==> config.mk <==
export PLATFORM = sky130hd
export DESIGN_NAME = line_follow_steering_controller_top
export DESIGN_NICKNAME = d
export VERILOG_FILES = /design/src/design/lfsc_pkg.sv /design/src/design/lfsc_cfg_regs.sv /design/src/design/lfsc_tracker.sv /design/src/design/lfsc_command.sv /design/src/design/line_follow_steering_controller_top.sv
export SDC_FILE = /design/constraint.sdc
export NUM_CORES = 2
export LEC_CHECK = 0
export BUFFER_PORTS_ARGS = -buffer_cell sky130_fd_sc_hd__buf_2
export CORE_UTILIZATION = 65
export DETAILED_ROUTE_END_ITERATION = 12
export PLACE_DENSITY_LB_ADDON = 0.15
export SYNTH_ARGS = -nofsm -noshare
export SYNTH_HDL_FRONTEND = slang
export SYNTH_SLANG_ARGS = --single-unit
==> constraint.sdc <==
create_clock -name clock -period 21.1 [get_ports clock]
set_input_delay 2.11 -clock clock [delete_from_list [all_inputs] [get_ports clock]]
set_output_delay 2.11 -clock clock [all_outputs]
set_load 0.005 [all_outputs]
==> src/design/lfsc_pkg.sv <==
// Shared types and constants for the line follow steering controller.
// Used by every module of the block; depends on nothing else.
`timescale 1ns / 1ps

package lfsc_pkg;

   // Field widths
   localparam int CENTROID_W = 11;
   localparam int COVERAGE_W = 13;
   localparam int TIME_W     = 32;
   localparam int CMD_W      = 16;
   localparam int CONF_W     = 5;
   localparam int CSR_INDEX_W = 4;
   localparam int CSR_DATA_W  = 16;

   // Control constants
   localparam int ERROR_SPAN   = 130;
   localparam int SEARCH_SPEED = 256;
   localparam int JUMP_LIMIT   = 140;
   localparam int SHARP_FWD    = 256;
   localparam logic [CONF_W-1:0] CONF_START = 5'd15;
   localparam logic [CONF_W-1:0] CONF_MAX   = 5'd18;

   // Speed scale table: entry m = ceil(2^SPEED_FRAC * (ERROR_SPAN - m) / ERROR_SPAN),
   // exact floor for any 15-bit cruise speed after the product is shifted down.
   localparam int SPEED_FRAC        = 23;
   localparam int SPEED_SCALE_W     = SPEED_FRAC + 1;
   localparam int SPEED_TABLE_DEPTH = (ERROR_SPAN + 1) / 2;
   localparam int SPEED_IDX_W       = $clog2(SPEED_TABLE_DEPTH);

   typedef logic [SPEED_SCALE_W-1:0] speed_scale_table_type [SPEED_TABLE_DEPTH];

   function automatic speed_scale_table_type build_speed_table();
      speed_scale_table_type t;
      longint num;
      for (int m = 0; m < SPEED_TABLE_DEPTH; m++) begin
         num  = (longint'(ERROR_SPAN - m) << SPEED_FRAC) + longint'(ERROR_SPAN - 1);
         t[m] = SPEED_SCALE_W'(num / ERROR_SPAN);
      end
      return t;
   endfunction

   localparam speed_scale_table_type SPEED_SCALE = build_speed_table();

   // Register indexes
   typedef enum logic [CSR_INDEX_W-1:0] {
      REG_WAIT_MS            = 4'd0,
      REG_RESET_TIMEOUT_MS   = 4'd1,
      REG_CRUISE_SPEED       = 4'd2,
      REG_MIN_SPEED          = 4'd3,
      REG_STEER_GAIN         = 4'd4,
      REG_SHARP_TURN_RATE    = 4'd5,
      REG_COV_LIMIT          = 4'd6,
      REG_SEARCH_TURN_RATE   = 4'd7
   } csr_index_type;

   typedef struct packed {
      logic [15:0] wait_ms;
      logic [15:0] reset_timeout_ms;
      logic [14:0] cruise_speed;
      logic [14:0] min_speed;
      logic [15:0] steer_gain;
      logic [14:0] sharp_turn_rate;
      logic [12:0] cov_limit;
      logic [14:0] search_turn_rate;
   } cfg_type;

   // Tracker to command logic
   typedef struct packed {
      logic signed [CENTROID_W-1:0] error;
      logic                         search_right;
   } track_info_type;

endpackage

==> src/design/lfsc_cfg_regs.sv <==
// Configuration register file of the steering controller.
// Depends on lfsc_pkg for the register indexes and the cfg_type bundle.
`timescale 1ns / 1ps

module lfsc_cfg_regs (
   input  logic                             clock,
   input  logic                             reset,
   input  logic                             csr_we,
   input  logic [lfsc_pkg::CSR_INDEX_W-1:0] csr_index,
   input  logic [lfsc_pkg::CSR_DATA_W-1:0]  csr_wdata,
   output lfsc_pkg::cfg_type                cfg
);

   lfsc_pkg::cfg_type cfg_ff, cfg_in;

   always_comb begin
      cfg_in = cfg_ff;
      if (csr_we) begin
         case (csr_index)
            lfsc_pkg::REG_WAIT_MS:            cfg_in.wait_ms            = csr_wdata;
            lfsc_pkg::REG_RESET_TIMEOUT_MS:   cfg_in.reset_timeout_ms   = csr_wdata;
            lfsc_pkg::REG_CRUISE_SPEED:       cfg_in.cruise_speed       = csr_wdata[14:0];
            lfsc_pkg::REG_MIN_SPEED:          cfg_in.min_speed          = csr_wdata[14:0];
            lfsc_pkg::REG_STEER_GAIN:         cfg_in.steer_gain         = csr_wdata;
            lfsc_pkg::REG_SHARP_TURN_RATE:    cfg_in.sharp_turn_rate    = csr_wdata[14:0];
            lfsc_pkg::REG_COV_LIMIT:          cfg_in.cov_limit          = csr_wdata[12:0];
            lfsc_pkg::REG_SEARCH_TURN_RATE:   cfg_in.search_turn_rate   = csr_wdata[14:0];
            default: ;  // unmapped index, write dropped
         endcase
      end
   end

   always_ff @(posedge clock) begin
      if (reset) begin
         cfg_ff.wait_ms            <= 16'd5000;
         cfg_ff.reset_timeout_ms   <= 16'd2000;
         cfg_ff.cruise_speed       <= 15'd2048;
         cfg_ff.min_speed          <= 15'd128;
         cfg_ff.steer_gain         <= 16'd524;
         cfg_ff.sharp_turn_rate    <= 15'd845;
         cfg_ff.cov_limit          <= 13'd942;
         cfg_ff.search_turn_rate   <= 15'd1784;
      end else begin
         cfg_ff <= cfg_in;
      end
   end

   assign cfg = cfg_ff;

endmodule

==> src/design/lfsc_tracker.sv <==
// Centroid tracker: tracked position, confidence, heading memory and line timer.
// Depends on lfsc_pkg for widths, tracking constants and track_info_type.
`timescale 1ns / 1ps

module lfsc_tracker (
   input  logic                                  clock,
   input  logic                                  reset,
   input  logic                                  update,
   input  logic                                  seen,
   input  logic signed [lfsc_pkg::CENTROID_W-1:0] centroid_x,
   input  logic [lfsc_pkg::TIME_W-1:0]           now_ms,
   input  logic [15:0]                           reset_timeout_ms,
   output lfsc_pkg::track_info_type              info
);

   localparam int CW = lfsc_pkg::CENTROID_W;

   logic signed [CW-1:0]           tracked_ff, tracked_in;
   logic                           active_ff, active_in;
   logic [lfsc_pkg::CONF_W-1:0]    conf_ff, conf_in;
   logic                           heading_ff, heading_in;
   logic                           neg_ff, neg_in;
   logic [lfsc_pkg::TIME_W-1:0]    last_ff, last_in;

   logic signed [CW:0]             diff;
   logic [CW:0]                    abs_diff;
   logic                           jump_ok;
   logic [lfsc_pkg::TIME_W-1:0]    elapsed;

   assign diff     = {centroid_x[CW-1], centroid_x} - {tracked_ff[CW-1], tracked_ff};
   assign abs_diff = diff[CW] ? (CW+1)'(-diff) : diff;
   assign jump_ok  = abs_diff < (CW+1)'(lfsc_pkg::JUMP_LIMIT);
   assign elapsed  = now_ms - last_ff;

   always_comb begin
      tracked_in = tracked_ff;
      active_in  = active_ff;
      conf_in    = conf_ff;
      heading_in = heading_ff;
      neg_in     = neg_ff;
      last_in    = last_ff;
      if (seen) begin
         last_in = now_ms;
         // restart on a new track, or when a rejected jump drains confidence
         if (!active_ff || (!jump_ok && conf_ff <= lfsc_pkg::CONF_W'(1))) begin
            tracked_in = centroid_x;
            active_in  = 1'b1;
            conf_in    = lfsc_pkg::CONF_START;
         end else if (jump_ok) begin
            tracked_in = centroid_x;
            if (conf_ff < lfsc_pkg::CONF_MAX) conf_in = conf_ff + lfsc_pkg::CONF_W'(1);
         end else begin
            conf_in = conf_ff - lfsc_pkg::CONF_W'(1);
         end
         heading_in = 1'b1;
         neg_in     = tracked_in[CW-1];
      end else begin
         if (active_ff) begin
            if (conf_ff != '0) conf_in = conf_ff - lfsc_pkg::CONF_W'(1);
            if (conf_ff <= lfsc_pkg::CONF_W'(1)) active_in = 1'b0;
         end
         if (elapsed >= {16'b0, reset_timeout_ms}) begin
            tracked_in = '0;
            active_in  = 1'b0;
            conf_in    = '0;
         end
      end
   end

   always_ff @(posedge clock) begin
      if (reset) begin
         tracked_ff <= '0;
         active_ff  <= 1'b0;
         conf_ff    <= '0;
         heading_ff <= 1'b0;
         neg_ff     <= 1'b0;
         last_ff    <= '0;
      end else if (update) begin
         tracked_ff <= tracked_in;
         active_ff  <= active_in;
         conf_ff    <= conf_in;
         heading_ff <= heading_in;
         neg_ff     <= neg_in;
         last_ff    <= last_in;
      end
   end

   // error is the post-update position; only used when a line is seen
   assign info.error        = tracked_in;
   assign info.search_right = heading_ff && !neg_ff;

   a_conf_bound: assert property (@(posedge clock) disable iff (reset)
      conf_ff <= lfsc_pkg::CONF_MAX)
      else $error("confidence above its ceiling");

   a_active_conf: assert property (@(posedge clock) disable iff (reset)
      active_ff == (conf_ff != '0))
      else $error("tracking flag disagrees with confidence");

   a_seen_tracks: assert property (@(posedge clock) disable iff (reset)
      (update && seen) |=> (active_ff && heading_ff && last_ff == $past(now_ms)))
      else $error("line request did not refresh tracking");

endmodule

==> src/design/lfsc_command.sv <==
// Command logic: forward speed and turn rate from the tracked error and coverage.
// Depends on lfsc_pkg for constants, the speed scale table and the bundles.
`timescale 1ns / 1ps

module lfsc_command (
   input  logic                                  seen,
   input  logic [lfsc_pkg::COVERAGE_W-1:0]       coverage,
   input  lfsc_pkg::track_info_type              info,
   input  lfsc_pkg::cfg_type                     cfg,
   output logic signed [lfsc_pkg::CMD_W-1:0]     forward_speed,
   output logic signed [lfsc_pkg::CMD_W-1:0]     turn_rate
);

   localparam int CW  = lfsc_pkg::CENTROID_W;
   localparam int FW  = lfsc_pkg::SPEED_SCALE_W;
   localparam int PW  = CW + 17;   // error x {0,gain}

   logic [CW-1:0]                   mag;
   logic                            near;
   logic [lfsc_pkg::SPEED_IDX_W-1:0] idx;
   logic [FW-1:0]                   factor;
   logic [15+FW-1:0]                speed_prod;
   logic [14:0]                     speed_prop;
   logic [14:0]                     speed_base;
   logic [14:0]                     speed_cmd;
   logic signed [PW-1:0]            steer_prod;
   logic signed [PW:0]              steer_round;
   logic signed [PW-8:0]            steer_shift;
   logic signed [15:0]              steer_sat;
   logic signed [15:0]              sharp_pos, search_pos;

   assign mag  = info.error[CW-1] ? CW'(-info.error) : info.error;
   assign near = {1'b0, mag, 1'b0} < (CW+2)'(lfsc_pkg::ERROR_SPAN);
   assign idx  = near ? mag[lfsc_pkg::SPEED_IDX_W-1:0] : '0;

   assign factor     = lfsc_pkg::SPEED_SCALE[idx];
   assign speed_prod = cfg.cruise_speed * factor;
   assign speed_prop = speed_prod[lfsc_pkg::SPEED_FRAC +: 15];
   assign speed_base = near ? speed_prop : {1'b0, cfg.cruise_speed[14:1]};
   assign speed_cmd  = (speed_base < cfg.min_speed) ? cfg.min_speed : speed_base;

   // -(e * gain) + 1/2, then floor by 256
   assign steer_prod  = info.error * $signed({1'b0, cfg.steer_gain});
   assign steer_round = (PW+1)'(-$signed({steer_prod[PW-1], steer_prod})) + (PW+1)'(128);
   assign steer_shift = steer_round[PW:8];

   always_comb begin
      if (steer_shift > (PW-7)'(32767))
         steer_sat = 16'sd32767;
      else if (steer_shift < -(PW-7)'(32768))
         steer_sat = -16'sd32768;
      else
         steer_sat = steer_shift[15:0];
   end

   assign sharp_pos  = {1'b0, cfg.sharp_turn_rate};
   assign search_pos = {1'b0, cfg.search_turn_rate};

   always_comb begin
      if (!seen) begin
         forward_speed = 16'(lfsc_pkg::SEARCH_SPEED);
         turn_rate     = info.search_right ? -search_pos : search_pos;
      end else if (coverage >= cfg.cov_limit) begin
         forward_speed = 16'(lfsc_pkg::SHARP_FWD);
         turn_rate     = info.error[CW-1] ? sharp_pos : -sharp_pos;
      end else begin
         forward_speed = {1'b0, speed_cmd};
         turn_rate     = steer_sat;
      end
   end

endmodule

==> src/design/line_follow_steering_controller_top.sv <==
// Line follow steering controller: one steering request in, at most one command out.
// A request held in the input stage is issued to the output stage once rsp is free; its command then shows on rsp.
// Throughput: one request per cycle while rsp is not stalled; the tracker state loop closes through its registers.
// Requests before the start-up wait has passed are consumed and give no command.
// Reset (synchronous, active high) clears tracking, both stages and loads default
// registers; no clearing pass is needed.
`timescale 1ns / 1ps

module line_follow_steering_controller_top (
   input  logic        clock,
   input  logic        reset,
   // request
   input  logic        req_tvalid,
   output logic        req_tready,
   input  logic [55:0] req_tdata,   // centroid_x[10:0], coverage[23:11], now_ms[55:24]
   input  logic [0:0]  req_tuser,   // line_seen[0]
   // command
   output logic        rsp_tvalid,
   input  logic        rsp_tready,
   output logic [31:0] rsp_tdata,   // forward_speed[15:0], turn_rate[31:16]
   // configuration
   input  logic                             csr_we,
   input  logic [lfsc_pkg::CSR_INDEX_W-1:0] csr_index,
   input  logic [lfsc_pkg::CSR_DATA_W-1:0]  csr_wdata
);

   localparam int CW = lfsc_pkg::CENTROID_W;

   lfsc_pkg::cfg_type         cfg;
   lfsc_pkg::track_info_type  info;

   // input stage
   logic                              s1_valid_ff, s1_valid_in;
   logic                              s1_seen_ff;
   logic signed [CW-1:0]              s1_cx_ff;
   logic [lfsc_pkg::COVERAGE_W-1:0]   s1_cov_ff;
   logic [lfsc_pkg::TIME_W-1:0]       s1_now_ff;

   // output stage
   logic                              rsp_valid_ff, rsp_valid_in;
   logic signed [15:0]                rsp_fwd_ff, rsp_turn_ff;

   logic signed [15:0]                fwd_cmd, turn_cmd;
   logic req_accept, out_free, s1_active, s1_go, issue;

   assign req_accept = req_tvalid && req_tready;
   assign out_free   = !rsp_valid_ff || rsp_tready;
   assign s1_active  = s1_now_ff >= {16'b0, cfg.wait_ms};
   // a request in the wait window leaves without needing the output
   assign s1_go      = s1_valid_ff && (!s1_active || out_free);
   assign issue      = s1_go && s1_active;
   assign req_tready = !s1_valid_ff || s1_go;

   assign s1_valid_in  = req_accept ? 1'b1 : (s1_go ? 1'b0 : s1_valid_ff);
   assign rsp_valid_in = issue ? 1'b1 : (rsp_tready ? 1'b0 : rsp_valid_ff);

   always_ff @(posedge clock) begin
      if (reset) begin
         s1_valid_ff  <= 1'b0;
         rsp_valid_ff <= 1'b0;
      end else begin
         s1_valid_ff  <= s1_valid_in;
         rsp_valid_ff <= rsp_valid_in;
      end
   end

   always_ff @(posedge clock) begin
      if (req_accept) begin
         s1_seen_ff <= req_tuser[0];
         s1_cx_ff   <= req_tdata[10:0];
         s1_cov_ff  <= req_tdata[23:11];
         s1_now_ff  <= req_tdata[55:24];
      end
      if (issue) begin
         rsp_fwd_ff  <= fwd_cmd;
         rsp_turn_ff <= turn_cmd;
      end
   end

   lfsc_cfg_regs u_cfg (
      .clock     (clock),
      .reset     (reset),
      .csr_we    (csr_we),
      .csr_index (csr_index),
      .csr_wdata (csr_wdata),
      .cfg       (cfg)
   );

   lfsc_tracker u_tracker (
      .clock            (clock),
      .reset            (reset),
      .update           (issue),
      .seen             (s1_seen_ff),
      .centroid_x       (s1_cx_ff),
      .now_ms           (s1_now_ff),
      .reset_timeout_ms (cfg.reset_timeout_ms),
      .info             (info)
   );

   lfsc_command u_command (
      .seen          (s1_seen_ff),
      .coverage      (s1_cov_ff),
      .info          (info),
      .cfg           (cfg),
      .forward_speed (fwd_cmd),
      .turn_rate     (turn_cmd)
   );

   assign rsp_tvalid = rsp_valid_ff;
   assign rsp_tdata  = {rsp_turn_ff, rsp_fwd_ff};

   a_issue_shows: assert property (@(posedge clock) disable iff (reset)
      issue |=> (rsp_tvalid && rsp_tdata == $past({turn_cmd, fwd_cmd})))
      else $error("issued command not presented");

   a_stall_holds: assert property (@(posedge clock) disable iff (reset)
      (s1_valid_ff && s1_active && !out_free) |=> (s1_valid_ff && $stable(s1_now_ff)))
      else $error("pending request lost during output stall");

   a_wait_silent: assert property (@(posedge clock) disable iff (reset)
      (s1_valid_ff && !s1_active && !rsp_valid_ff) |=> !rsp_valid_ff)
      else $error("command issued during start-up wait");

endmodule
## Word level (Yosys, flattened, before mapping)

Memory sizes are Yosys's and may differ from the RTL's.
Index checks and enable logic that the tools add are counted.

| operators by class | value |
|---|---|
| add/sub/neg operators | 10 |
| $mul | 2 |
| order comparisons | 11 |
| equality and inequality tests | 9 |
| multiplexer cells | 33 |
| bitwise gates (word level) | 2 |
| reduce and logical (&&, ||, !) cells | 33 |

Operator list:

| kind | count |
|---|---|
| $mux 16 | 6 |
| $ge 32x16->1 | 2 |
| $mux 11 | 5 |
| $mux 24 | 2 |
| $mul 15x24->38 | 1 |
| $mux 5 | 7 |
| $neg 15->16 | 2 |
| $sub 32x32->32 | 1 |
| $mux 15 | 2 |
| $add 29x9->29 const B | 1 |
| $neg 28->29 | 1 |
| $mul 11x17->28 | 1 |
| $lt 12x8->1 const B | 2 |
| $gt 21x16->1 const B | 1 |
| $lt 21x16->1 const B | 1 |
| $reduce_and 2->1 | 10 |
| $eq 4x3->1 const B | 4 |
| $lt 15x15->1 | 1 |
| $ge 13x13->1 | 1 |
| $mux 12 | 1 |
| $neg 12->12 | 1 |
| $sub 11x11->12 | 1 |
| $neg 11->11 | 1 |
| $mux 1 | 9 |
| 21 further kinds | 36 |

| word-level totals | value |
|---|---|
| flip-flop bits (word level) | 263 |
| ROM bits | 3072 |
| output and inout port bits | 34 |
| word-level logic and storage cells | 124 |
| memories | 1 |

Memory list:

| memory | depth | width | read ports | clocked after Yosys merged registers in | wr ports | line | RTL |
|---|---|---|---|---|---|---|---|
| (name not given) | 128 | 24 | 1 | 0 | 0 | lfsc_command.sv:36 | `assign factor = lfsc_pkg::SPEED_SCALE[idx];` |

## Depth between registers and ports, before layout

| depth | value |
|---|---|
| depth in word-level cells | 21 |
| depth in mapped cells | 88 |
| depth with buffers taken out | 81 |

## By module

From an unflattened synthesis, not the netlist that was laid out.

| unflattened totals | value |
|---|---|
| cells, all modules | 3832 |
| area, all modules | 33281.9 um2 |

By module, submodules not included:

| module | instances | cells an instance | area an instance (um2) |
|---|---|---|---|
| lfsc_command | 1 | 2446 | 20024.2 |
| lfsc_tracker | 1 | 734 | 5317.6 |
| lfsc_cfg_regs | 1 | 488 | 4717.0 |
| line_follow_steering_controller_top | 1 | 164 | 3223.1 |

## Least setup slack after synthesis

Ideal clock, no wire load.

| path | value |
|---|---|
| path type | register to register |
| start | register s1_now_ff[4] (netlist name) |
| end | register rsp_fwd_ff[11] (data pin) |
| setup time | 256 ps |
| arrival time | 16435 ps |
| path slack | 4409 ps |
| stages on the path, launching flop included | 83 |
| path buffers | 8 |
| period minus slack after synthesis | 16691 ps |
| path through | edfxtp_1 ha_1 a21oi_1 and2_1 nand2_1 and3_1 nor2_1 o21ai_0 a21oi_1 xnor2_1 ha_1 or4_4 nor4_2 nand4b_1 a2111oi_2 nand3_1 nor4_4 nand3_2 [47 not listed] a21oi_1 o22ai_1 nor4_1 o32ai_1 a21o_1 a211oi_2 nand4b_1 o211ai_1 ha_1 a21o_1 a21o_1 a21oi_1 o21ai_0 nor4b_1 a21o_1 buf_6 nand2_1 o211a_1 |

| between the ends | value |
|---|---|
| longest elaborated chain between the ends | 16 |

Ends and longest elaborated chain:

| what | line | RTL |
|---|---|---|
| from (decl) | line_follow_steering_controller_top.sv:37 | `logic [lfsc_pkg::TIME_W-1:0] s1_now_ff;` |
| from (signal assigned) | line_follow_steering_controller_top.sv:72 | `s1_now_ff <= req_tdata[55:24];` |
| $sub 32x32->32 * | lfsc_tracker.sv:33 | `assign elapsed = now_ms - last_ff;` |
| $ge 32x16->1 * | lfsc_tracker.sv:62 | `if (elapsed >= {16'b0, reset_timeout_ms}) begin` |
| $mux 11 * | lfsc_tracker.sv:62 |  |
| $mux 11 * | lfsc_tracker.sv:42 | `if (seen) begin` |
| $neg 11->11 | lfsc_command.sv:32 | `assign mag = info.error[CW-1] ? CW'(-info.error) : info.error;` |
| $mux 11 * | lfsc_command.sv:32 |  |
| $lt 12x8->1 | lfsc_command.sv:33 | `assign near = {1'b0, mag, 1'b0} < (CW+2)'(lfsc_pkg::ERROR_SPAN);` |
| $mux 7 | lfsc_command.sv:34 | `assign idx = near ? mag[lfsc_pkg::SPEED_IDX_W-1:0] : '0;` |
| $not 7->8 (not written as such) | lfsc_command.sv:36 |  |
| $mem_v2 128x24 | n/a |  |
| $mux 24 (not written as such) (2 in series) | lfsc_command.sv:36 |  |
| $mul 15x24->38 | lfsc_command.sv:37 | `assign speed_prod = cfg.cruise_speed * factor;` |
| $mux 15 * | lfsc_command.sv:39 | `assign speed_base = near ? speed_prop : {1'b0, cfg.cruise_speed[14:1]};` |
| $lt 15x15->1 | lfsc_command.sv:40 | `assign speed_cmd = (speed_base < cfg.min_speed) ? cfg.min_speed : speed_base;` |
| $mux 15 * | lfsc_command.sv:40 |  |
| to (signal assigned) | line_follow_steering_controller_top.sv:75 | `rsp_fwd_ff <= fwd_cmd;` |
| to (decl) | line_follow_steering_controller_top.sv:41 | `logic signed [15:0] rsp_fwd_ff, rsp_turn_ff;` |

Mark *: on every way between the ends. The rest lies on a longest branch, timed or not. The select of a mux whose other input is x is not followed.
A chain may end at the register's enable or synchronous reset.

## Worst setup path in the final report

| path | value |
|---|---|
| start | register s1_now_ff[0] (netlist name) |
| end | register rsp_fwd_ff[11] (data pin) |

Same word-level chain as after synthesis.

==> impl_metrics.py <==
metrics = {
    "timing": {
        "setup_viol": 0,
        "post-route-period-util": 0.918,
        "fin_skew_ps": 13.0,
        "max_freq_mhz": 51.6,
        "tightestPinTransition_ps": 1240,
        "slew-limit-headroom": 0.171,
        "tns_ps": 0,
        "finalHoldViolCount": 0,
        "rsz0062_at_grt": "false",
        "min_period_ps": 19380,
        "worst_slack_ps": 1720,
        "drv_slew": 0,
    },
    "pwr": {
        "peakVddDrop_mv": 0.0747,
        "powerDensity_mw_per_mm2": 53.3,
        "p_leak_nw": 16.5,
        "p_total_w": 0.00186,
    },
    "job": {
        "maxCapViolations": 0,
    },
    "floorplan": {
        "num_rows": 82,
        "top_level_ports": 116,
        "die_w_um": 228,
        "fp.dieArea_mm2": 0.0519,
        "die_y_um": 228,
        "core_mm2": 0.0503,
        "initial_core_util": 0.660,
    },
    "worst_setup_path": {
        "crit_end": "rsp_fwd_ff[11]$_SDFFCE_PP0P_",
        "startpoint_type": "register",
        "cp-end-kind": "register",
        "critPathLaunch": "s1_now_ff[0]$_DFFE_PP_",
        "reg2reg_depth": 76,
        "regToRegEndpoint": "rsp_fwd_ff[11]$_SDFFCE_PP0P_",
        "critPathRequiredTime_ps": 21440,
        "cp_max_fo": 29,
        "crit_slowest_cell": "nor4b_1",
        "worst-setup-path-type": "register to register",
        "reg2reg_slack_ps": 1720,
        "cp_data_arrival_time_ps": 19720,
        "cpPeakStageDelay_ps": 620,
        "r2r_start": "s1_now_ff[0]$_DFFE_PP_",
    },
    "detailed_routing": {
        "avgRoutedWirePerCell_um": 20.6,
        "finalWirelength_um": 93700,
        "drc": 0,
        "drt_iter0_markers": 2375,
        "dr.pass1.iters": 6,
        "ant_nets": 0,
        "vias_per_cell": 5.98,
        "vias": 27200,
    },
    "placement": {
        "dp_slack_ps": 1500,
        "io_buffers": 114,
        "place_inst": 4502,
        "globalplace.congestion": 1.08,
        "dp_hpwl_um": 72600,
    },
    "clocking": {
        "cts_root_buf": "clkbuf_16",
        "cts_hold_buf": 0,
        "clk_pin_slew_ps": 60,
        "cts_num_sinks": 262,
        "worstSkewPairLatency_ps": 590,
        "cts_tree": "done",
        "htree_levels": 1,
        "cts_buffers": 29,
        "cts_max_path_buffers": 3,
        "cts_setup_buffers": 0,
    },
    "synthesis": {
        "synthArstFlopShare": 0,
        "syn_area_per_cell_um2": 8.55,
        "synth_area_mm2": 0.0332,
        "synthFlopType": "dfxtp_1",
        "ys_seq_area_frac": 0.185,
        "synth_edf_count": 88,
        "yosysUniqueCellTypes": 97,
        "synth_warnings": 0,
        "netlist_instances": 3882,
        "synth_seq_cells": 262,
        "syn_nets": 4669,
    },
    "cells_and_area": {
        "nNetsFinal": 4648,
        "fill_cells": 4125,
        "stdcell_count": 4557,
        "area_growth_pct": 5.36,
        "final_common_cell": "inv_1",
        "drive_gt1_frac": 0.0628,
        "mostFrequentLayoutCells": "inv_1 (610), nand2_1 (560), fa_1 (408)",
    },
    "global_route": {
        "grt_pass1_vias": 27800,
        "antenna_found_initial": 0,
        "overflow": 0,
        "grt_usage": 0.370,
        "grt_start_max_net_pins": 109,
        "grt_pass1_wl_um": 151000,
    },
    "worst_hold_path": {
        "hold_class": "register to register",
    },
    "outcome": {
        "status": "complete, no violations",
    },
}
==> worst min-delay path by stage <==
stage,slack (ps),depth (start not counted),startpoint,to
3_5_place_dp,440,2,u_tracker.heading_ff$_SDFFE_PP0P_,u_tracker.heading_ff$_SDFFE_PP0P_
4_1_cts,450,2,u_tracker.heading_ff$_SDFFE_PP0P_,u_tracker.heading_ff$_SDFFE_PP0P_
5_1_grt,470,2,u_cfg.cfg[109]$_SDFFE_PP0P_,u_cfg.cfg[109]$_SDFFE_PP0P_
3_3_place_gp,430,2,u_tracker.heading_ff$_SDFFE_PP0P_,u_tracker.heading_ff$_SDFFE_PP0P_
6_report,450,2,u_tracker.heading_ff$_SDFFE_PP0P_,u_tracker.heading_ff$_SDFFE_PP0P_
2_1_floorplan,430,2,u_tracker.heading_ff$_SDFFE_PP0P_,u_tracker.heading_ff$_SDFFE_PP0P_
==> critical path, delay by kind of cell (launching register included) <==
family          cells  cell delay [ps]
xor+xnor            1              130
buf+inv             8              880
fa+ha+maj          13             5310
simple gates       22             5620
flops               1              360
compound gates     32             6800
==> layout make-up <==
cell class                      instances  area, um^2  share of cell area
Tap cell                              672         841              0.0241
Inverter                              612        2300              0.0657
Sequential cell                       262        6130               0.175
Clock inverter                         16         124             0.00354
Timing Repair Buffer                  142         783              0.0224
Antenna cell                            1        2.50           0.0000716
Multi-Input combinational cell       2814       24000               0.686
Clock buffer                           38         813              0.0233
==> logic make-up (layout without fill, tap and decap cells) <==
family / count (synthesis) / after routing / share of synthesized area
flip-flops: 262 / 262 / 0.185
AO/OA/AOI/OAI: 643 / 643 / 0.128
buffers and inverters: 806 / 808 / 0.0939
other: 1 / 2 / 0.000113
XOR/XNOR: 92 / 92 / 0.0245
AND/OR/NAND/NOR: 1303 / 1303 / 0.189
adder cells (fa/ha/maj): 705 / 705 / 0.358
multiplexers: 70 / 70 / 0.0216
==> cell usage after synthesis (7+ instances only) <==
cell type,n,area share
clkbuf_1,161,0.018
nor3b_1,9,0.0020
a211o_1,18,0.0048
nor4_1,14,0.0026
a22o_1,9,0.0024
o211ai_1,18,0.0041
nor3_1,36,0.0054
dfxtp_1,174,0.10
xnor2_1,59,0.016
a211oi_1,32,0.0072
o22ai_1,19,0.0036
and4_1,8,0.0021
nand2b_1,27,0.0051
a31oi_1,19,0.0036
ha_1,297,0.11
inv_1,610,0.069
o211a_1,9,0.0027
o21bai_1,8,0.0018
and3_1,41,0.0077
edfxtp_1,88,0.080
nor2b_1,43,0.0081
fa_1,408,0.25
a21o_1,53,0.012
mux2i_1,65,0.020
a22oi_1,8,0.0018
and2_1,198,0.037
o21ai_0,102,0.015
nand3_1,41,0.0062
xor2_1,32,0.0084
or2_2,9,0.0017
o31ai_1,13,0.0029
buf_4,7,0.0016
or3_1,16,0.0030
nand2_1,561,0.063
nor2_1,219,0.025
nand4_1,20,0.0038
buf_2,19,0.0029
a21oi_1,221,0.033
o21a_1,21,0.0048
nand3b_1,29,0.0066
==> state kept, by name (all words and copies together) (netlist names), 5 cells and up <==
name                  count
u_cfg.cfg               121
s1_now_ff                32
u_tracker.last_ff        32
rsp_turn_ff              16
rsp_fwd_ff               15
s1_cov_ff                13
s1_cx_ff                 11
u_tracker.tracked_ff     11
u_tracker.conf_ff         5
==> metal layers <==
layer | global-route usage | part of all wire | wire length (um)
met1 | 0.465 | 0.39 | 36300
met2 | 0.613 | 0.47 | 44300
met3 | 0.0555 | 0.077 | 7240
met4 | 0.204 | 0.063 | 5910
met5 | 0 | 0 | 0
==> through the flow <==
step	hold slack (ps)	util	instance area, um^2
3_3_place_gp	434	0.676	34000
3_5_place_dp	437	0.676	34000
5_1_grt	470	0.695	35000
4_1_cts	446	0.695	34900
2_1_floorplan	426	-	33200
6_report	448	0.695	35000
==> power by group <==
group	switching [W]	total [W]	leakage (nW)	internal, W
clock	0.000217	0.000501	0.470	0.000285
sequential	0.0000179	0.000562	2.26	0.000544
combinational	0.000502	0.000801	13.8	0.000299
==> repair_timing <==
item,4_1_cts,5_1_grt
endpoints found under the setup margin,0,14
hold endpoints to repair,0,0
resized for setup,0,2
(Power assumes the default switching activity.)
